## config.mk

```make
export PLATFORM = sky130hd
export DESIGN_NAME = path_component_to_short_name
export DESIGN_NICKNAME = d
export VERILOG_FILES = /design/src/hdl/pc2sn_pkg.sv /design/src/hdl/path_component_to_short_name.sv
export VERILOG_INCLUDE_DIRS = /design/src /design/src/hdl
export SDC_FILE = /design/constraint.sdc
export NUM_CORES = 1
export LEC_CHECK = 0
export BUFFER_PORTS_ARGS = -buffer_cell sky130_fd_sc_hd__buf_2
export CAP_MARGIN = 20
export CELL_PAD_IN_SITES_DETAIL_PLACEMENT = 1
export CELL_PAD_IN_SITES_GLOBAL_PLACEMENT = 2
export CORE_ASPECT_RATIO = 0.6
export CORE_MARGIN = 3
export CORE_UTILIZATION = 45
export CTS_CLUSTER_SIZE = 30
export DETAILED_ROUTE_END_ITERATION = 10
export GPL_ROUTABILITY_DRIVEN = 0
export PLACE_DENSITY = 0.83
export SLEW_MARGIN = 15
export SYNTH_ARGS = -nofsm -noshare
export SYNTH_HDL_FRONTEND = slang
export SYNTH_SLANG_ARGS = --single-unit
```

## constraint.sdc

```tcl
create_clock -name clk -period 3.1 [get_ports clk]
set_input_delay 0.155 -clock clk [delete_from_list [all_inputs] [get_ports clk]]
set_output_delay 0.155 -clock clk [all_outputs]
set_load 0.01 [all_outputs]
```

## src/hdl/path_component_to_short_name_assert.svh

```systemverilog
// ----------------------------------------------------------------------------
// path_component_to_short_name_assert.svh
// Assertion macros shared by the short name converter.
// ----------------------------------------------------------------------------
`ifndef PATH_COMPONENT_TO_SHORT_NAME_ASSERT_SVH
`define PATH_COMPONENT_TO_SHORT_NAME_ASSERT_SVH

// same-cycle implication, checked out of reset
`define PC2SN_ASSERT_NOW(label, ante, cons) \
	label: assert property (@(posedge clk) disable iff (!arst_n) (ante) |-> (cons)) \
		else $error("pc2sn assertion failed");

// next-cycle implication, checked out of reset
`define PC2SN_ASSERT_NEXT(label, ante, cons) \
	label: assert property (@(posedge clk) disable iff (!arst_n) (ante) |=> (cons)) \
		else $error("pc2sn assertion failed");

`endif

```

## src/hdl/pc2sn_pkg.sv

```systemverilog
// ----------------------------------------------------------------------------
// pc2sn_pkg
// Constants and helpers for the path component to 8.3 short name converter.
// ----------------------------------------------------------------------------
package pc2sn_pkg;

	localparam int MAX_COMPONENT_LEN = 255;
	localparam int POS_W             = $clog2(MAX_COMPONENT_LEN + 1);
	localparam int LEN_W             = 8;
	localparam int NAME_SLOTS        = 11;
	localparam int SHORT_NAME_BYTES  = 12;
	localparam int EXT_BASE          = 8;
	localparam int EXT_SLOTS         = 3;
	localparam int IDX_W             = 4;
	localparam int EXT_W             = 2;
	localparam int TDATA_W           = 24;

	localparam logic [7:0] PAD_BYTE = 8'h20;
	localparam logic [7:0] CH_SLASH = 8'h2F;
	localparam logic [7:0] CH_NUL   = 8'h00;
	localparam logic [7:0] CH_DOT   = 8'h2E;
	localparam logic [7:0] CH_LOW_A = 8'h61;
	localparam logic [7:0] CH_LOW_Z = 8'h7A;
	localparam logic [7:0] CASE_BIT = 8'h20;

	localparam logic [IDX_W-1:0] LAST_IDX = IDX_W'(SHORT_NAME_BYTES - 1);

	function automatic logic [7:0] to_upper(input logic [7:0] c);
		logic [7:0] r;
		r = c;
		if (c >= CH_LOW_A && c <= CH_LOW_Z) begin
			r = c & ~CASE_BIT;
		end
		return r;
	endfunction

	function automatic logic is_term(input logic [7:0] c);
		return (c == CH_NUL) || (c == CH_SLASH);
	endfunction

endpackage

```

## src/hdl/path_component_to_short_name.sv

```systemverilog
// ----------------------------------------------------------------------------
// path_component_to_short_name
// Builds the space-padded 8.3 short name of each path component and sends it
// as twelve beats when the component ends on a NUL or slash byte.
// ----------------------------------------------------------------------------
//  channel  dir  beat contents
//  s_*      in   tdata[7:0] path_char
//  m_*      out  tdata[7:0] name_byte, [11:8] byte_index, [19:12] length;
//                tlast = last_byte
//
//  One path byte is taken every cycle while s_tready is high; a terminator
//  captures the name into the output register bank, which then drains one
//  beat per cycle while m_tready is high, twelve beats in all. Name bytes of
//  the next component are taken during the drain; a terminator waits only
//  until the last beat of the previous name leaves (earliest on the same
//  cycle). Arst_n clears the name buffer to spaces and empties the output.
// ----------------------------------------------------------------------------
module path_component_to_short_name
	import pc2sn_pkg::*;
(
	input  logic               clk,
	input  logic               arst_n,
	input  logic               s_tvalid,
	output logic               s_tready,
	input  logic [7:0]         s_tdata,   // [7:0] path_char
	output logic               m_tvalid,
	input  logic               m_tready,
	output logic [TDATA_W-1:0] m_tdata,   // [7:0] name_byte, [11:8] byte_index,
	                                      // [19:12] component_length, rest 0
	output logic               m_tlast    // last_byte
);

	`include "path_component_to_short_name_assert.svh"

	logic [7:0]       name_q [NAME_SLOTS];
	logic [POS_W-1:0] pos_q;
	logic             dot_q;
	logic [EXT_W-1:0] ext_q;

	logic [7:0]       snap_q [NAME_SLOTS];
	logic [LEN_W-1:0] len_q;
	logic [IDX_W-1:0] cnt_q;
	logic             out_valid_q;

	logic             in_beat;
	logic             out_beat;
	logic             term;
	logic             busy;
	logic [7:0]       up;
	logic [LEN_W-1:0] len_clamp;

	assign term     = is_term(s_tdata);
	assign out_beat = out_valid_q && m_tready;
	assign busy     = out_valid_q && !(m_tready && cnt_q == LAST_IDX);
	assign s_tready = !(term && busy);
	assign in_beat  = s_tvalid && s_tready;
	assign up       = to_upper(s_tdata);

	always_comb begin
		if (pos_q > POS_W'(2 ** LEN_W - 1)) begin
			len_clamp = '1;
		end else begin
			len_clamp = LEN_W'(pos_q);
		end
	end

	// component state
	always_ff @(posedge clk or negedge arst_n) begin
		if (!arst_n) begin
			for (int i = 0; i < NAME_SLOTS; i++) begin
				name_q[i] <= PAD_BYTE;
			end
			pos_q <= '0;
			dot_q <= 1'b0;
			ext_q <= '0;
		end else if (in_beat) begin
			if (term) begin
				for (int i = 0; i < NAME_SLOTS; i++) begin
					name_q[i] <= PAD_BYTE;
				end
				pos_q <= '0;
				dot_q <= 1'b0;
				ext_q <= '0;
			end else begin
				if (pos_q < POS_W'(SHORT_NAME_BYTES)) begin
					if (!dot_q) begin
						if (up == CH_DOT) begin
							dot_q <= 1'b1;
							ext_q <= '0;
						end else if (pos_q < POS_W'(NAME_SLOTS)) begin
							name_q[pos_q[IDX_W-1:0]] <= up;
						end
					end else if (ext_q < EXT_W'(EXT_SLOTS)) begin
						name_q[IDX_W'(EXT_BASE) + IDX_W'(ext_q)] <= up;
						ext_q <= ext_q + 1'b1;
					end
				end
				if (pos_q < POS_W'(MAX_COMPONENT_LEN)) begin
					pos_q <= pos_q + 1'b1;
				end
			end
		end
	end

	// output control
	always_ff @(posedge clk or negedge arst_n) begin
		if (!arst_n) begin
			out_valid_q <= 1'b0;
			cnt_q       <= '0;
		end else if (in_beat && term) begin
			out_valid_q <= 1'b1;
			cnt_q       <= '0;
		end else if (out_beat) begin
			if (cnt_q == LAST_IDX) begin
				out_valid_q <= 1'b0;
				cnt_q       <= '0;
			end else begin
				cnt_q <= cnt_q + 1'b1;
			end
		end
	end

	// capture name on terminator
	always_ff @(posedge clk) begin
		if (in_beat && term) begin
			snap_q <= name_q;
			len_q  <= len_clamp;
		end
	end

	logic [7:0] out_byte;

	always_comb begin
		if (cnt_q == LAST_IDX) begin
			out_byte = CH_NUL;
		end else begin
			out_byte = snap_q[cnt_q];
		end
	end

	assign m_tvalid = out_valid_q;
	assign m_tlast  = out_valid_q && cnt_q == LAST_IDX;
	assign m_tdata  = {(TDATA_W - LEN_W - IDX_W - 8)'(0), len_q, cnt_q, out_byte};

	`PC2SN_ASSERT_NOW(a_idle_cnt_zero, !out_valid_q, cnt_q == '0)
	`PC2SN_ASSERT_NEXT(a_term_starts_drain, in_beat && term,
		out_valid_q && cnt_q == '0 && pos_q == '0 && !dot_q)
	`PC2SN_ASSERT_NEXT(a_beat_advances, out_beat && cnt_q != LAST_IDX,
		out_valid_q && cnt_q == $past(cnt_q) + 1'b1)
	`PC2SN_ASSERT_NOW(a_ext_needs_dot, ext_q != '0, dot_q)

endmodule
```

# [Yosys cells after proc, flatten, opt, wreduce, memory -nomap -nowiden]
# Index checks and enable logic that the tools add are counted.
[word_totals] reg_bits=200 out_inout_bits=27 elab_cells=111
[classes] addsub=4 order_cmp=12 eq_ne=5 mux=34 bitwise=3 n_reduce_logical=25
[op_table] cell="88-bit 2-to-1 mux" count=6
[op_table] cell="88-bit bitwise mux" count=2
[op_table] cell="8-bit demux with 4-bit select" count=2
[op_table] cell="8-bit 2-to-1 mux" count=7
[op_table] cell="8-bit binary-select mux with 4-bit select" count=1
[op_table] cell="8-bit by 6-bit == test with 1-bit output, second input constant" count=2
[op_table] cell="8-bit by 4-bit less-than comparator with 1-bit output, second input constant" count=2
[op_table] cell="5-bit greater-or-equal comparator, second input constant" count=3
[op_table] cell="4-bit inverter with 5-bit output" count=3
[op_table] cell="4-bit 2-to-1 mux" count=3
[op_table] cell="1-bit logical AND" count=10
[op_table] cell="5-bit by 1-bit less-than comparator with 1-bit output, second input constant" count=2
[op_table] cell="2-bit 2-to-1 mux" count=5
[op_table] cell="8-bit by 1-bit adder with 8-bit output, second input constant" count=1
[op_table] cell="8-bit by 7-bit greater-or-equal comparator with 1-bit output, second input constant" count=1
[op_table] cell="8-bit > comparator, second input constant" count=1
[op_table] cell="8-bit by 7-bit less-or-equal comparator with 1-bit output, second input constant" count=1
[op_table] cell="8-bit logical NOT" count=1
[op_table] cell="8-bit less-than comparator, second input constant" count=1
[op_table] cell="2-bit nonzero test" count=4
[op_table] cell="1-bit 2-to-1 mux" count=7
[op_table] cell="6-bit 2-to-1 mux" count=1
[op_table] cell="2-bit AND reduction" count=3
[op_table] cell="3-bit nonzero test" count=2
[op_table] cell="11 further kinds" count=12

# [Logic depth before layout (Yosys ltp)]
# Gate-level depths: netlist of run 1.
[depth] depth_word=11 depth_mapped=8 ltp_nobuf=7

# [Worst setup path before layout of run 1]
# Ideal clock, no wire load.
[synth_timing] path_kind="register -> register" start="reg cnt_q[0]" end="reg name_q[10] (netlist name)" setup_time_ps=125 arrival_ps=2598 required_time_ps=2975 slack_ps=377 stages_incl_launch_ff=9 path_buffers=1 period_less_slack_ps=2723 path_cell_list="dfrtp_1 ha_1 nand3b_1 o21ai_0 nand4_4 clkinv_2 buf_6 o22ai_4 mux2_2"
[synth_between] elab_chain_cells=8
[synth_rtl] item="start: declaration" line_no="path_component_to_short_name.sv:42" source="logic [IDX_W-1:0] cnt_q;"
[synth_rtl] item="start signal: assignment" line_no="path_component_to_short_name.sv:118" source="cnt_q <= cnt_q + 1'b1;"
[synth_rtl] item="4-bit == test" line_no="path_component_to_short_name.sv:54" source="assign busy = out_valid_q && !(m_tready && cnt_q == LAST_IDX);"
[synth_rtl] item="1-bit logical AND" line_no="path_component_to_short_name.sv:54"
[synth_rtl] item="1-bit logical NOT" line_no="path_component_to_short_name.sv:54"
[synth_rtl] item="1-bit logical AND" line_no="path_component_to_short_name.sv:54"
[synth_rtl] item="1-bit logical AND" line_no="path_component_to_short_name.sv:55" source="assign s_tready = !(term && busy);"
[synth_rtl] item="1-bit logical NOT" line_no="path_component_to_short_name.sv:55"
[synth_rtl] item="1-bit logical AND" line_no="path_component_to_short_name.sv:56" source="assign in_beat = s_tvalid && s_tready;"
[synth_rtl] item="5-bit AND reduction (no source line)"
[synth_rtl] item="end signal: indexed assignment" line_no="path_component_to_short_name.sv:91" source="name_q[pos_q[IDX_W-1:0]] <= up;"
[synth_rtl] item="end signal: indexed assignment" line_no="path_component_to_short_name.sv:94" source="name_q[IDX_W'(EXT_BASE) + IDX_W'(ext_q)] <= up;"
[synth_rtl] item="end: declaration" line_no="path_component_to_short_name.sv:35" source="logic [7:0] name_q [NAME_SLOTS];"
# No other way between the ends.
# A chain may end at the register's enable or synchronous reset.

# [Final worst setup path of run 1]
[layout_timing] start="reg cnt_q[0]" end="reg name_q[14] (netlist name)"
# The elaborated chain is that of the path after synthesis.

==> results of run 1 <==
[worst min path at each step]
stage | startpoint | to | slack, ns | cells after the start
after floorplan | arst_n | cnt_q[0] | -0.14 | 0
after global placement | arst_n | cnt_q[2] | 0.22 | 1
after detailed placement | arst_n | cnt_q[0] | 0.23 | 1
after CTS | m_tready | cnt_q[1] | 0.07 | 4
after global routing | m_tready | cnt_q[1] | 0.09 | 4
final | m_tready | cnt_q[1] | 0.09 | 4
[per-layer routing]
layer	GRT usage (%)	vias to the layer above	routed length, um
met5	0	-	0
met4	5.27	0	177
met3	4.69	13	1300
met2	30.7	157	8870
met1	34.9	2691	10500
li1	-	2235	-
[state kept, by name, indices dropped and copies added, names as in the netlist]
| name | count |
|---|---|
| cnt_q | 4 |
| dot_q | 1 |
| ext_q | 2 |
| len_q | 8 |
| m_tvalid | 1 |
| name_q | 88 |
| pos_q | 8 |
| snap_q | 88 |
[worst max-delay path, stage by stage (launching register included)]
cell and delay, ns:
dfrtp_1 0.36, ha_1 0.23, nand3b_1 0.19, o21ai_0 0.25, buf_4 0.20, nand4_4 0.29, inv_4 0.55, o22ai_4 0.23
mux2_2 0.33
[cell usage after synthesis, drive strengths merged (5+ instances only)]
library cell	count	area (um^2)
a21oi	21	109
a22o	24	213
a22oi	12	100
buf	11	71.3
clkbuf	15	56.3
dfrtp	93	2330
dfstp	11	289
edfxtp	96	2880
ha	9	113
inv	20	75.1
mux2	34	383
mux2i	20	200
mux4	16	360
nand2	30	115
nand3	16	80.1
nand4	6	52.6
nor2	21	78.8
nor3	5	30.0
o21ai	11	58.8
o22ai	11	110
o2bb2ai	27	236
[layout make-up]
class                           count  area (um^2)  area share [%]
Inverter                           21         81.3           0.863
Multi-Input combinational cell    310         2600            27.6
Timing Repair Buffer               53          343            3.64
Sequential cell                   200         5500            58.3
Clock buffer                       17          425            4.51
Clock inverter                     15          180            1.91
Tap cell                          234          293            3.11
[repair_timing]
| action | CTS | global route |
|---|---|---|
| hold buffers | 1 | 0 |
| endpoints found under the setup margin | 0 | 0 |
| endpoints found under the hold margin | 48 | 0 |
[per-stage QoR]
step	instance area, um^2	utilization, %	hold slack [ns]	instances
CTS	9430	53.6	0.0696	850
detailed placement	8810	50.1	0.227	817
global route	9430	53.6	0.0939	850
floorplan	8310	-	-0.141	557
finish	9430	53.6	0.0899	850
global placement	8810	50.1	0.219	817
[power groups by stage]
stage,clock [mW],combinational (mW),sequential (mW)
after CTS,2.29,2.20,4.04
after floorplan,0,1.54,3.88
after detailed placement,0,2.17,4.08
after global placement,0,2.08,4.04
final,2.25,2.18,4.04
after global routing,2.41,2.39,4.13
[cells by family after synthesis]
kind of cell               after synthesis  share of synthesized area (%)
buffers and inverters                   47                           2.50
other                                    1                         0.0452
AOI/OAI and AO/OA                      123                           11.9
adders and majority gates                9                           1.36
DFF                                    200                           66.3
and+or+nand+nor                        104                           6.57
muxes                                   70                           11.4
==> flow_summary.ini, run 1 <==
[finish]
antenna_cells = 0
layout-drive-gt1-share_pct = 26.3
syn_to_final_growth_pct = 13.6
num-fill-cells = 1714
nets = 624
layout.cells.most_common_list = edfxtp_1 (96), dfrtp_1 (93), mux2_2 (34), buf_2 (33), nand2_1 (29)
final_common_cell = edfxtp_1

[detailed_routing]
drt.antenna.violating_nets = 0
routed_wl_mm = 20.9
drc = 0
drtIter0Drc = 464
dr.pass1.iters = 5
viasPerCell = 6.00
vias = 5096
wl_per_cell_um = 24.6

[critical_path]
r2r-end = name_q[14]
critical_path_class = reg2reg
crit_arrival_ns = 3.10
ff2ff_path_depth = 8
crit_start = cnt_q[0]
worstPathRequired_ns = 3.43
path_max_fanout = 39
cp-endpoint = name_q[14]
ff2ff_setup_slack_ns = 0.33
rr_startpoint = cnt_q[0]
critPathCaptureType = register
startpoint_type = register

[synthesis]
syn_area_um2 = 8300
ys_types = 58
async_flop_share_pct = 52.0
yosys_register_bits = 200
synth_edf_count = 96
syn_avg_cell_area_um2 = 15.0
synth_warnings = 0
ys_seq_area_share_pct = 66.3
synth_ff_type = edfxtp_1
netlist_instances = 554

[clock_network]
h-tree-depth = 4
cts_setup_buffers = 0
postCtsResizedCells = 0
cts_num_sinks = 200
cts_tree = yes
cts_root_buf = clkbuf_16
cts_buffers = 17
clk_pin_slew_ns = 0.08
insertion_delay_ns = 0.45
cts_buffer_depth = 2

[global_routing]
grt_max_degree = 57
grt_pass1_wl_mm = 33.0
grt_overflow = 0
antenna_found_initial = 0
grt_usage_pct = 22.0
grt_pass1_vias = 5236

[run]
maxCapViolCount = 0

[sta]
fin_setup_tns_ns = 0
period_needed_ns = 2.77
hold_viol = 0
slew_headroom_pct = 47.7
rsz0062_at_grt = false
drv_slew = 0
fin_crit_sh_pct = 89.3
finalSetupViolations = 0
max_freq_mhz = 361
worst_slack_ns = 0.333
worstMarginPinSlew_ns = 0.780
skew_ns = 0.0145

[die]
core-area_um2 = 17600
num_rows = 37
die_w_um = 181
pin_count = 39
die_area_um2 = 20200
fp.dieH_um = 111
start_util_pct = 47.2

[power]
intPower_mw = 5.67
p_leak_nw = 3.69
p_seq_share_pct = 47.7
combPwrFrac_pct = 25.7
power.density_nw_per_um2 = 898
ir_drop_v = 0.000444
power.switching_mw = 2.80
p_total_mw = 8.47
clockPowerShare_pct = 26.6
switching_share_pct = 33.1

[place]
io_buffers = 34
dp_slack_ns = 0.378
dp_hpwl_mm = 14.4

[worst_hold_path]
min_path_type = in2reg

[status]
status = finished, final reports clean
Power figures use the tool's default switching activity.
==> inputs of run 2 (changes only) <==
--- a/config.mk
+++ b/config.mk
@@ -12,11 +12,12 @@
 export CELL_PAD_IN_SITES_GLOBAL_PLACEMENT = 2
 export CORE_ASPECT_RATIO = 0.6
 export CORE_MARGIN = 3
-export CORE_UTILIZATION = 45
+export CORE_UTILIZATION = 40
 export CTS_CLUSTER_SIZE = 30
 export DETAILED_ROUTE_END_ITERATION = 10
 export GPL_ROUTABILITY_DRIVEN = 0
-export PLACE_DENSITY = 0.83
+export PLACE_DENSITY = 0.79
+export RECOVER_POWER = 25
 export SLEW_MARGIN = 15
 export SYNTH_ARGS = -nofsm -noshare
 export SYNTH_HDL_FRONTEND = slang
==> constraint.sdc (replaced) <==
create_clock -name clk -period 2.5 [get_ports clk]
set_input_delay 0.125 -clock clk [delete_from_list [all_inputs] [get_ports clk]]
set_output_delay 0.125 -clock clk [all_outputs]
set_load 0.01 [all_outputs]
==> flow_summary.ini, run 2 (synthesized netlist as in run 1, its figures left out) <==
[detailed_routing]
wl_per_cell_um = 24.2
dr.pass1.iters = 5
vias = 5154
routed_wl_mm = 21.8
drc = 0
drt.antenna.violating_nets = 0
drtIter0Drc = 352
viasPerCell = 5.71

[die]
num_rows = 40
pin_count = 39
die_w_um = 192
core-area_um2 = 20200
die_area_um2 = 22600
start_util_pct = 41.1
fp.dieH_um = 118

[clock_network]
h-tree-depth = 4
insertion_delay_ns = 0.44
cts_num_sinks = 200
cts_buffer_depth = 2
cts_buffers = 17
cts_tree = yes
clk_pin_slew_ns = 0.07
cts_root_buf = clkbuf_16

[sta]
skew_ns = 0.0116
period_needed_ns = 2.38
rsz0062_at_grt = false
fin_hold_ws_ns = 0.0833
fin_crit_sh_pct = 95.2
slew_headroom_pct = 29.6
worstMarginPinSlew_ns = 1.06
fin_setup_tns_ns = 0
drv_slew = 0
hold_viol = 0
finalSetupViolations = 0
max_freq_mhz = 420

[global_routing]
grt_pass1_wl_mm = 33.6
grt_max_degree = 69
grt_pass1_vias = 5379
grt_usage_pct = 20.0
antenna_found_initial = 0
grt_overflow = 0

[critical_path]
r2r-end = name_q[79]
crit_start = cnt_q[0]
crit_arrival_ns = 2.69
startpoint_type = register
crit_path_top_delay_cell = dfrtp_1
worst_path_most_repeated_cell = buf_4
worstPathRequired_ns = 2.81
path_max_fanout = 8
critPathCaptureType = register
critical_path_class = reg2reg
cp-endpoint = name_q[79]
ff2ff_setup_slack_ns = 0.12
ff2ff_path_depth = 8
worstPathCellList = ha_1 -> nand3b_1 -> o21ai_2 -> buf_4 -> nand4_4 -> a22oi_2 -> buf_4 -> mux2_2
max_stage_delay_ns = 0.40
rr_startpoint = cnt_q[0]

[status]
status = finished, final reports clean

[finish]
syn_to_final_growth_pct = 16.5
layout.cells.most_common_list = edfxtp_1 (96), dfrtp_1 (93), mux2_2 (34), buf_2 (33), nand2_1 (29)
layout-drive-gt1-share_pct = 27.7
final_common_cell = edfxtp_1
fin_area_um2 = 9670
nets = 637
antenna_cells = 0
top_regs = name_q: 88 flops, snap_q: 88 flops

[place]
dp_hpwl_mm = 14.7
io_buffers = 34
place_area_um2 = 8970

[power]
power.density_nw_per_um2 = 1110
ir_drop_v = 0.000674
p_leak_nw = 3.77

[worst_hold_path]
min_path_type = in2reg

[run]
maxCapViolCount = 0
-- run 2: how the worst min path moves through the flow --
stage / startpoint / slack (ns) / cells after the start / end
finish: s_tvalid / 0.08 / 3 / pos_q[0]
CTS: s_tvalid / 0.06 / 3 / pos_q[0]
global placement: arst_n / 0.12 / 1 / cnt_q[1]
global route: s_tvalid / 0.09 / 3 / pos_q[0]
detailed placement: arst_n / 0.13 / 1 / cnt_q[1]
floorplan: arst_n / -0.17 / 0 / cnt_q[0]
-- run 2: cell type report --
cell class,count,area [um^2]
sequential,200,5500
tap,273,342
timing repair buffer,66,500
fill,2004,10500
multi-input combinational,310,2630
clock buffer,19,433
clock inverter,13,185
inverter,21,81.3
-- run 2: stage by stage --
step | setup WS [ns] | utilization, % | std cells | power [mW]
after global routing | 0.0154 | 47.9 | 902 | 11.3
after floorplan | 0.00621 | - | 557 | 6.72
after global placement | -0.0689 | 44.5 | 868 | 7.65
after CTS | 0.0278 | 47.7 | 901 | 10.8
after detailed placement | -0.0410 | 44.5 | 868 | 7.84
final | 0.119 | 47.9 | 902 | 10.7
-- run 2: where the power goes --
part / total [mW] / internal (mW) / switching, mW
registers: 4.96 / 4.44 / 0.523
logic: 2.87 / 1.29 / 1.58
clock network: 2.89 / 1.61 / 1.29
-- run 2: critical path, delay by kind of cell (launching register included) --
family	cells	cell delay [ns]
AOI/OAI and AO/OA	2	0.42
adders and majority gates	1	0.24
buffers and inverters	2	0.42
DFF	1	0.40
muxes	1	0.37
and+or+nand+nor	2	0.39
-- run 2: metal layers --
metal / vias up / track usage (%) / wire length (um) / share of wire (%)
met5: - / 0 / 0 / 0
met4: 0 / 3.89 / 154 / 0.71
met3: 15 / 4.67 / 1180 / 5.4
met2: 125 / 28.1 / 9390 / 43
met1: 2762 / 31.6 / 11100 / 51
li1: 2252 / - / - / -
-- run 2: timing repair --
| item | in CTS | in global routing |
|---|---|---|
| resized for setup | 5 | 9 |
| setup buffers | 0 | 0 |
| cloned | 0 | 1 |
| hold endpoints to repair | 33 | 0 |
| hold buffers | 1 | 0 |
| setup endpoints to repair | 15 | 146 |
==> inputs of run 3 (changes only) <==
--- a/config.mk
+++ b/config.mk
@@ -6,7 +6,7 @@
 export SDC_FILE = /design/constraint.sdc
 export NUM_CORES = 1
 export LEC_CHECK = 0
-export BUFFER_PORTS_ARGS = -buffer_cell sky130_fd_sc_hd__buf_2
+export BUFFER_PORTS_ARGS = -buffer_cell sky130_fd_sc_hd__clkbuf_2
 export CAP_MARGIN = 20
 export CELL_PAD_IN_SITES_DETAIL_PLACEMENT = 1
 export CELL_PAD_IN_SITES_GLOBAL_PLACEMENT = 2
@@ -16,7 +16,7 @@
 export CTS_CLUSTER_SIZE = 30
 export DETAILED_ROUTE_END_ITERATION = 10
 export GPL_ROUTABILITY_DRIVEN = 0
-export PLACE_DENSITY = 0.79
+export PLACE_DENSITY_LB_ADDON = 0.1
 export RECOVER_POWER = 25
 export SLEW_MARGIN = 15
 export SYNTH_ARGS = -nofsm -noshare
==> flow_summary.ini, run 3 (synthesized netlist as in run 1, its figures left out) <==
[critical_path]
crit_start = cnt_q[0]
ff2ff_setup_slack_ns = 0.12
path_max_fanout = 29
worstPathRequired_ns = 2.38
rr_startpoint = cnt_q[0]
ff2ff_path_depth = 8
startpoint_type = register
worstPathCellList = buf_12 -> mux4_2 -> mux2i_2 -> o22ai_1 -> clkbuf_2
crit_path_top_delay_cell = mux4_2
crit_arrival_ns = 2.26
critPathCaptureType = output pin
critical_path_class = reg2out
max_stage_delay_ns = 0.59

[finish]
final_cells = 921
antenna_cells = 0
top_regs = name_q: 88 flops, snap_q: 88 flops
layout.cells.most_common_list = edfxtp_1 (96), dfrtp_1 (93), buf_4 (42), mux2_2 (34), clkbuf_2 (33)
layout-drive-gt1-share_pct = 30.4
final_common_cell = edfxtp_1
num-fill-cells = 2027
nets = 656
syn_to_final_growth_pct = 17.5

[detailed_routing]
wl_per_cell_um = 24.1
routed_wl_mm = 22.2
dr.pass1.iters = 5
drt.antenna.violating_nets = 0
viasPerCell = 5.66
vias = 5209
drtIter0Drc = 387
drc = 0

[run]
maxCapViolCount = 1

[sta]
worstMarginPinSlew_ns = 1.58
fin_crit_sh_pct = 95.5
max_freq_mhz = 419
finalSetupViolations = 0
slew_headroom_pct = -5.41
fin_setup_tns_ns = 0
period_needed_ns = 2.39
skew_ns = 0.0106
rsz0062_at_grt = false
hold_viol = 0
drv_slew = 27

[clock_network]
clk_pin_slew_ns = 0.07
cts_tree = yes
cts_num_sinks = 200
insertion_delay_ns = 0.45
h-tree-depth = 4
cts_buffer_depth = 2
cts_root_buf = clkbuf_16
cts_buffers = 17

[global_routing]
grt_overflow = 0
grt_pass1_vias = 5541
antenna_found_initial = 0
grt_max_degree = 62
grt_usage_pct = 20.8
grt_pass1_wl_mm = 34.7

[die]
core-area_um2 = 20200
start_util_pct = 41.1
pin_count = 39
num_rows = 40
die_area_um2 = 22600
fp.dieH_um = 118
die_w_um = 192

[status]
status = finished with violations
violations = capacitance limit, slew limit

[power]
ir_drop_v = 0.000833
p_leak_nw = 3.84
power.density_nw_per_um2 = 1080

[worst_hold_path]
min_path_type = in2reg
hp-start = m_tready
hold_depth = 4

[place]
dp_hpwl_mm = 15.6
io_buffers = 34
dp.cells = 888
[run 3: changes by cell type in the layout (fill, tap and decap cells not counted), sizes merged]
cell / change
bufinv: -3
clkinvlp: -1
buf: -13
inv: +2
clkbuf: +31
clkinv: +3
[run 3: final timing paths]
| kind | end |
|---|---|
| max | m_tdata[2] |
| min reg2reg | snap_q[2] |
| max reg2reg | name_q[87] |
| max in group asynchronous | name_q[61] |
| min | cnt_q[1] |
| min in group asynchronous | name_q[44] |
[run 3: final cells by class]
class	count	area (um^2)	share of cell area, %
tap	273	342	3.50
inverter	21	83.8	0.860
timing repair buffer	85	644	6.61
multi-input combinational	310	2630	27.0
sequential	200	5500	56.4
clock buffer	18	429	4.40
clock inverter	14	116	1.19
[run 3: timing repair]
action / 4_1_cts / 5_1_grt
hold buffers: 1 / 0
pin swaps: 0 / 1
setup buffers: 0 / 0
endpoints found under the hold margin: 77 / 0
gates resized for setup: 3 / 12
setup endpoints to repair: 8 / 180
[run 3: layer usage]
| metal | GRT usage, % | vias to the layer above | part of all wire, % |
|---|---|---|---|
| met2 | 29.4 | 118 | 43 |
| met4 | 5.31 | 0 | 1.1 |
| met5 | 0 | - | 0 |
| met3 | 4.49 | 20 | 4.8 |
| met1 | 32.5 | 2787 | 51 |
| li1 | - | 2284 | - |
[run 3: metrics by stage]
step / hold slack [ns] / utilization (%) / setup WS (ns) / power, mW / area (um^2)
finish: 0.0810 / 48.3 / 0.112 / 10.6 / 9750
global route: 0.101 / 48.3 / 0.0137 / 11.2 / 9750
CTS: 0.0650 / 48.1 / 0.00843 / 10.6 / 9700
detailed placement: 0.0703 / 45.3 / 0.0394 / 7.94 / 9140
global placement: 0.0740 / 45.3 / 0.0491 / 7.83 / 9140
floorplan: -0.171 / - / 0.00621 / 6.72 / 8320
[run 3: power breakdown]
| part | internal (mW) | switching, mW |
|---|---|---|
| sequential | 4.45 | 0.508 |
| combinational | 1.39 | 1.61 |
| clock | 1.30 | 1.30 |
| total | 7.15 | 3.41 |
[run 3: worst max-delay path, delay by kind of cell (launching register included)]
kind | cells | cell delay, ns
AO/OA/AOI/OAI | 1 | 0.14
multiplexers | 2 | 0.84
flip-flops | 1 | 0.40
buffers and inverters | 2 | 0.41
